[config.mk]
export PLATFORM = sky130hd
export DESIGN_NAME = twcs_frac_div
export DESIGN_NICKNAME = d
export VERILOG_FILES = /design/src/hdl/twcs_frac_div.sv
export SDC_FILE = /design/constraint.sdc
export NUM_CORES = 1
export LEC_CHECK = 0
export BUFFER_PORTS_ARGS = -buffer_cell sky130_fd_sc_hd__buf_2
export CORE_MARGIN = 3
export CORE_UTILIZATION = 40
export DETAILED_ROUTE_END_ITERATION = 10
export SLEW_MARGIN = 0
export SYNTH_ARGS = -nofsm -noshare
export SYNTH_HDL_FRONTEND = slang
export SYNTH_SLANG_ARGS = --single-unit
[constraint.sdc]
create_clock -name clock -period 6.1 [get_ports clock]
set_input_delay 1.22 -clock clock [delete_from_list [all_inputs] [get_ports clock]]
set_output_delay 1.22 -clock clock [all_outputs]
set_load 0.01 [all_outputs]
[src/hdl/twcs_frac_div.sv]
`default_nettype none
module twcs_frac_div #(
   parameter int N = 8,
   parameter int W = 16
) (
   input  logic         clock,
   input  logic         enable,
   input  logic [W-1:0] a,
   input  logic [W-1:0] d,
   output logic [N-1:0] q
);

   // Gives floor(a * 2**N / d) for a < d, one quotient bit per stage.
   logic [W-1:0] r_ff [N];
   logic [W-1:0] d_ff [N];
   logic [N-1:0] q_ff [N];

   for (genvar i = 0; i < N; i++) begin : g_stage
      logic [W-1:0] r_prev;
      logic [W-1:0] d_prev;
      logic [N-1:0] q_prev;
      logic [W:0]   r2;
      logic         bit_q;
      logic [W-1:0] r_in;

      if (i == 0) begin : g_first
         assign r_prev = a;
         assign d_prev = d;
         assign q_prev = '0;
      end else begin : g_next
         assign r_prev = r_ff[i-1];
         assign d_prev = d_ff[i-1];
         assign q_prev = q_ff[i-1];
      end

      always_comb begin
         r2    = {r_prev, 1'b0};
         bit_q = (r2 >= {1'b0, d_prev});
         r_in  = bit_q ? W'(r2 - {1'b0, d_prev}) : W'(r2);
      end

      always_ff @(posedge clock) begin
         if (enable) begin
            r_ff[i] <= r_in;
            d_ff[i] <= d_prev;
            q_ff[i] <= N'({q_prev, bit_q});
         end
      end
   end

   assign q = q_ff[N-1];

endmodule
`default_nettype wire

==> results.py, run 1 <==
metrics = {
    "clocking": {
        "cts_num_sinks": 260,
        "ctsHoldBuffers": 0,
        "post_cts_buffers": 0,
        "cts_tree": "built",
        "clkTransAtPathRegs_ps": 50,
        "cts_resized": 0,
        "clk_path_buf_depth": 3,
        "h-tree-depth": 1,
        "clock_latency_ps": 540,
        "cts_buffers": 30,
        "cts_root_buffer": "clkbuf_16",
    },
    "floorplan": {
        "fp.dieH_um": 202,
        "dieArea_um2": 40800,
        "start_util_pct": 40.7,
        "num_io_pins": 42,
        "std_cell_rows": 71,
        "core_region_area_um2": 37800,
        "dieWidth_um": 202,
    },
    "placement": {
        "routabilityCongestion": 0.844,
        "portBuffers": 41,
        "dp_hpwl_um": 19900,
    },
    "pwr": {
        "p_int_mw": 5.17,
        "leakagePower_nw": 7.11,
        "fin_total_pwr_mw": 7.78,
        "p_switching_mw": 2.61,
        "pwr-share-clk_pct": 20.8,
        "ir_drop_v": 0.000229,
        "p_per_area_nw_per_um2": 457,
        "seq_power_share_pct": 36.4,
        "combPwrFrac_pct": 42.8,
        "netSwitchingFraction_pct": 33.5,
    },
    "timing": {
        "final_hold_viol_count": 0,
        "min_period_ps": 3560,
        "timing.fmax_mhz": 281,
        "rsz0062_at_grt": "no",
        "worst_pin_slew_ps": 1190,
        "min_period_over_period_pct": 58.4,
        "skew_ps": 10.6,
        "setup_viol": 0,
        "timing.slew.headroom_pct": 20.6,
        "holdWs_ps": 413,
        "setup_tns_ps": 0,
        "slew_viol_final": 0,
    },
    "critical_path": {
        "ff2ff_setup_slack_ps": 2600,
        "cp_slowest_cell": "nand2b_1",
        "rr_endpoint": "r_ff[5][4]",
        "reg2regPathDepth": 9,
        "path_class": "in -> reg",
        "required_ps": 6390,
        "setup.worst_path.end_class": "flip-flop",
        "path_cells": "buf_2 > inv_1 > ha_1 > nor2b_1 > o31ai_1 > a21oi_1 > a21oi_1 > o211ai_1 > nand2b_1 > mux2_2",
        "r2r_start": "d_ff[4][1]",
        "crit_path_start": "d[1]",
        "cpMostUsedCell": "a21oi_1",
        "arrival_ps": 3850,
        "cp_max_fo": 16,
        "crit_end": "r_ff[0][4]",
        "cp_slowest_stage_delay_ps": 560,
        "startpoint_type": "input port",
    },
    "drt": {
        "vias_per_cell": 5.06,
        "drt_iter0_drc": 508,
        "route.detailed.drc": 0,
        "dr_total_vias": 9693,
        "ant_nets": 0,
        "dr.pass1.iters": 6,
        "drt-total-wl_um": 26400,
        "wl_per_cell_um": 13.8,
    },
    "synthesis": {
        "synth_common_cells": "edfxtp_1 (260), inv_1 (167), ha_1 (127)",
        "yosysSeqAreaShare_pct": 50.9,
        "synthArstFlopShare_pct": 0,
        "synth_top_cell_by_area": "edfxtp_1",
        "yosysMostFrequentCell": "edfxtp_1",
        "syn_area_um2": 15400,
        "synth_cell_types": 77,
        "synth-main-ff-cell": "edfxtp_1",
        "synthTopCellsByArea": "edfxtp_1 (51%), ha_1 (10%), inv_1 (4.1%)",
        "synth.top_cell.area_share_pct": 50.9,
        "ys_ff_latch": 260,
        "syn_area_per_cell_um2": 11.6,
        "synth_nets": 1495,
        "synthCells": 1327,
        "synth_edf_count": 260,
        "ys.warnings.count": 0,
    },
    "min_path": {
        "min-delay-start": "q_ff[0][27]",
        "hold_class": "reg -> reg",
    },
    "global_route": {
        "antenna_found_initial": 0,
        "grt_max_degree": 139,
        "grt_usage_pct": 13.0,
        "first_global_vias": 10008,
        "gr-total-overflow": 0,
        "grt_pass1_wl_um": 45100,
    },
    "run": {
        "maxCapViolCount": 0,
    },
    "finish": {
        "area_delta_synth_final_pct": 11.0,
        "antennaDiodeCount": 0,
        "drive_above_1_share_pct": 12.0,
        "finish.utilization_pct": 45.1,
        "fillers": 3513,
        "nNetsFinal": 1551,
    },
    "outcome": {
        "outcome": "finished clean",
    },
}
[cells in the final DEF (no fill, tap or decap), types with 9 or more instances in the layout]
| cell | instances |
|---|---|
| ha_1 | 127 |
| nor2b_1 | 26 |
| nor3_1 | 14 |
| inv_1 | 167 |
| mux2i_1 | 9 |
| a21oi_1 | 76 |
| xnor2_1 | 42 |
| nor2_1 | 60 |
| a21o_1 | 36 |
| nand2b_1 | 17 |
| o31ai_1 | 10 |
| nand2_1 | 81 |
| buf_2 | 40 |
| xor2_1 | 32 |
| o21ai_0 | 83 |
| clkbuf_1 | 9 |
| edfxtp_1 | 260 |
| clkbuf_16 | 31 |
| mux2_2 | 51 |
| o21a_1 | 21 |
| mux2_4 | 14 |
| nand3_1 | 12 |
| nand4_1 | 11 |
[stage by stage]
stage / cell area (um2) / setup slack [ps] / instances
after floorplan: 15400 / 2580 / 1327
after global placement: 16100 / 2010 / 1862
after detailed placement: 16100 / 1950 / 1862
after CTS: 17000 / 2530 / 1917
after global routing: 17000 / 2290 / 1917
final: 17000 / 2540 / 1917
[sequential cells by signal (all words and copies together) (netlist names)]
register,count
d_ff,112
r_ff,112
q_ff,36
[worst min path at each step]
stage,end,slack [ps],depth (start not counted)
after detailed placement,q_ff[1][4],400,0
after global routing,q_ff[0][17],420,0
after floorplan,q_ff[0][17],400,0
after CTS,q_ff[1][4],410,0
after global placement,q_ff[1][10],400,0
final,q_ff[1][4],410,0
[metal layers]
layer / vias to the layer above / share of wire, % / global-route usage, %
li1: 4997 / - / -
met1: 4505 / 41 / 14.2
met2: 128 / 52 / 25.2
met3: 63 / 2.7 / 1.80
met4: 0 / 4.1 / 5.03
met5: - / 0 / 0
[cell type report]
type / instances / area [um2] / area share, %
Sequential cell: 260 / 7810 / 45.8
Timing Repair Buffer: 43 / 243 / 1.42
Inverter: 167 / 627 / 3.68
Multi-Input combinational cell: 881 / 6820 / 40.0
Clock inverter: 15 / 93.8 / 0.551
Clock buffer: 40 / 810 / 4.75
Tap cell: 511 / 639 / 3.75
[critical path, delay by kind of cell]
kind,cells,cell delay (ps)
buffers and inverters,2,150
AND/OR/NAND/NOR,2,710
AO/OA/AOI/OAI,4,1070
multiplexers,1,410
adder cells (fa/ha/maj),1,280
[power by group through the flow]
stage | Sequential (mW) | Clock, mW | Combinational (mW)
floorplan | 2.80 | 0 | 2.74
global placement | 2.86 | 0 | 3.26
detailed placement | 2.87 | 0 | 3.32
CTS | 2.83 | 1.68 | 3.35
global route | 2.88 | 1.75 | 3.77
finish | 2.83 | 1.62 | 3.33
[kinds of logic (layout without fill, tap and decap cells)]
family | count (synthesis) | after routing | synth area share (%)
compound gates | 332 | 332 | 14.6
simple gates | 267 | 267 | 8.58
fa+ha+maj | 134 | 134 | 11.3
xor+xnor | 74 | 74 | 4.22
buf+inv | 186 | 265 | 4.79
flops | 260 | 260 | 50.9
mux | 74 | 74 | 5.70
Note: power is estimated with default switching activity, not from simulation.
==> run 2, diff against run 1 <==
- clock period: 6.1 -> 3.55 ns (I/O delays scaled with it)
==> results.py, run 2 (same netlist as run 1, synthesis figures left out) <==
metrics = {
    "outcome": {
        "outcome": "finished clean",
    },
    "placement": {
        "dp_hpwl_um": 21900,
        "portBuffers": 41,
        "dpl_worst_slack_ps": 257,
        "placed_cell_area_um2": 16300,
        "routabilityCongestion": 0.830,
        "place_inst": 1877,
    },
    "pwr": {
        "ir_drop_v": 0.000386,
        "combPwrFrac_pct": 43.3,
        "pwr-share-clk_pct": 21.0,
        "p_per_area_nw_per_um2": 793,
        "p_switching_mw": 4.64,
        "netSwitchingFraction_pct": 34.0,
        "seq_power_share_pct": 35.7,
        "p_int_mw": 9.01,
        "leakagePower_nw": 7.22,
    },
    "timing": {
        "rsz0062_at_grt": "no",
        "final_hold_viol_count": 0,
        "worst_slack_ps": 457,
        "slew_viol_final": 0,
        "timing.fmax_mhz": 323,
        "setup_viol": 0,
        "min_period_ps": 3090,
        "timing.slew.headroom_pct": 32.5,
        "holdWs_ps": 353,
        "min_period_over_period_pct": 87.1,
        "worst_pin_slew_ps": 1010,
        "skew_ps": 11.6,
        "setup_tns_ps": 0,
    },
    "finish": {
        "multiInputGateArea_um2": 6820,
        "drive_above_1_share_pct": 13.4,
        "layout_common_cells": "edfxtp_1 (260), inv_1 (167), ha_1 (127)",
        "nNetsFinal": 1566,
        "seq_area_um2": 7810,
        "antennaDiodeCount": 0,
        "final_cell_count_no_fill": 1932,
        "largestRegisters": "d_ff (112), r_ff (112), q_ff (36)",
        "final_common_cell": "edfxtp_1",
        "area_delta_synth_final_pct": 12.1,
        "fillers": 3476,
        "design_area_um2": 17200,
    },
    "floorplan": {
        "fp.dieH_um": 202,
        "std_cell_rows": 71,
        "start_util_pct": 40.7,
        "dieWidth_um": 202,
        "dieArea_um2": 40800,
        "core_region_area_um2": 37800,
        "num_io_pins": 42,
    },
    "drt": {
        "wl_per_cell_um": 14.8,
        "dr_total_vias": 9902,
        "drt_iter0_drc": 641,
        "vias_per_cell": 5.13,
        "dr.pass1.iters": 5,
        "ant_nets": 0,
        "drt-total-wl_um": 28500,
        "route.detailed.drc": 0,
    },
    "critical_path": {
        "cpMostUsedCell": "o21ai_0",
        "ff2ff_setup_slack_ps": 460,
        "rr_endpoint": "r_ff[5][2]",
        "setup.worst_path.end_class": "flip-flop",
        "reg2regPathDepth": 10,
        "startpoint_type": "flip-flop",
        "path_class": "reg -> reg",
        "arrival_ps": 3390,
        "r2r_start": "d_ff[4][1]",
        "cp_slowest_cell": "edfxtp_1",
        "cp_slowest_stage_delay_ps": 420,
        "cp_max_fo": 14,
        "path_cells": "inv_1 > ha_1 > nor2b_1 > o21ai_0 > a21boi_0 > o21ai_0 > a21oi_1 > o31ai_4 > buf_12 > mux2_2",
        "required_ps": 3850,
    },
    "min_path": {
        "whs_endpoint": "d_ff[0][7]",
        "hold_class": "in -> reg",
        "hold_path_depth": 1,
        "min-delay-start": "d[7]",
    },
    "clocking": {
        "ctsHoldBuffers": 0,
        "h-tree-depth": 1,
        "cts_buffers": 30,
        "clk_path_buf_depth": 3,
        "clock_latency_ps": 550,
        "cts_resized": 0,
        "cts_tree": "built",
        "cts_num_sinks": 260,
        "clkTransAtPathRegs_ps": 60,
        "post_cts_buffers": 0,
        "cts_root_buffer": "clkbuf_16",
    },
    "global_route": {
        "gr-total-overflow": 0,
        "grt_max_degree": 66,
        "grt_usage_pct": 14.0,
        "antenna_found_initial": 0,
        "grt_pass1_wl_um": 48300,
        "first_global_vias": 10256,
    },
    "run": {
        "maxCapViolCount": 0,
    },
}
[run 2: metrics by stage]
step           total power [mW]  util [%]
2_1_floorplan              9.52         -
3_3_place_gp               10.7      43.1
3_5_place_dp               10.8      43.1
4_1_cts                    13.8      45.6
5_1_grt                    14.7      45.6
6_report                   13.6      45.6
[run 2: per-layer routing]
| metal | wire length [um] | vias to the layer above | GRT usage, % |
|---|---|---|---|
| li1 | - | 5023 | - |
| met1 | 11400 | 4634 | 15.1 |
| met2 | 15100 | 173 | 27.2 |
| met3 | 973 | 72 | 2.13 |
| met4 | 1110 | 0 | 5.78 |
| met5 | 0 | - | 0 |
[run 2: layout make-up]
| cell class | instances | area share (%) |
|---|---|---|
| Clock inverter | 22 | 0.989 |
| Tap cell | 511 | 3.72 |
| Inverter | 167 | 3.64 |
| Sequential cell | 260 | 45.4 |
| Multi-Input combinational cell | 881 | 39.6 |
| Timing Repair Buffer | 58 | 2.21 |
| Clock buffer | 33 | 4.43 |
[run 2: worst max-delay path by stage]
stage | from | to | cells after the start
final | d_ff[4][1] | r_ff[5][2] | 10
after global routing | d_ff[4][1] | r_ff[5][2] | 10
after CTS | d_ff[4][1] | r_ff[5][2] | 10
after detailed placement | d[2] | r_ff[0][12] | 10
after global placement | a[1] | r_ff[0][12] | 9
after floorplan | d[1] | r_ff[0][10] | 11
[run 2: power groups by stage]
stage	Sequential [mW]	Clock [mW]	Combinational (mW)
after CTS	4.88	2.98	5.92
after floorplan	4.80	0	4.71
after global routing	4.95	3.11	6.63
after global placement	4.93	0	5.76
after detailed placement	4.93	0	5.87
final	4.88	2.87	5.90
[run 2: critical path: cells and delay by family, from the launching register on]
| kind | cells | cell delay, ps |
|---|---|---|
| flip-flops | 1 | 420 |
| adder cells (fa/ha/maj) | 1 | 230 |
| AO/OA/AOI/OAI | 5 | 1430 |
| multiplexers | 1 | 340 |
| AND/OR/NAND/NOR | 1 | 130 |
| buffers and inverters | 2 | 280 |
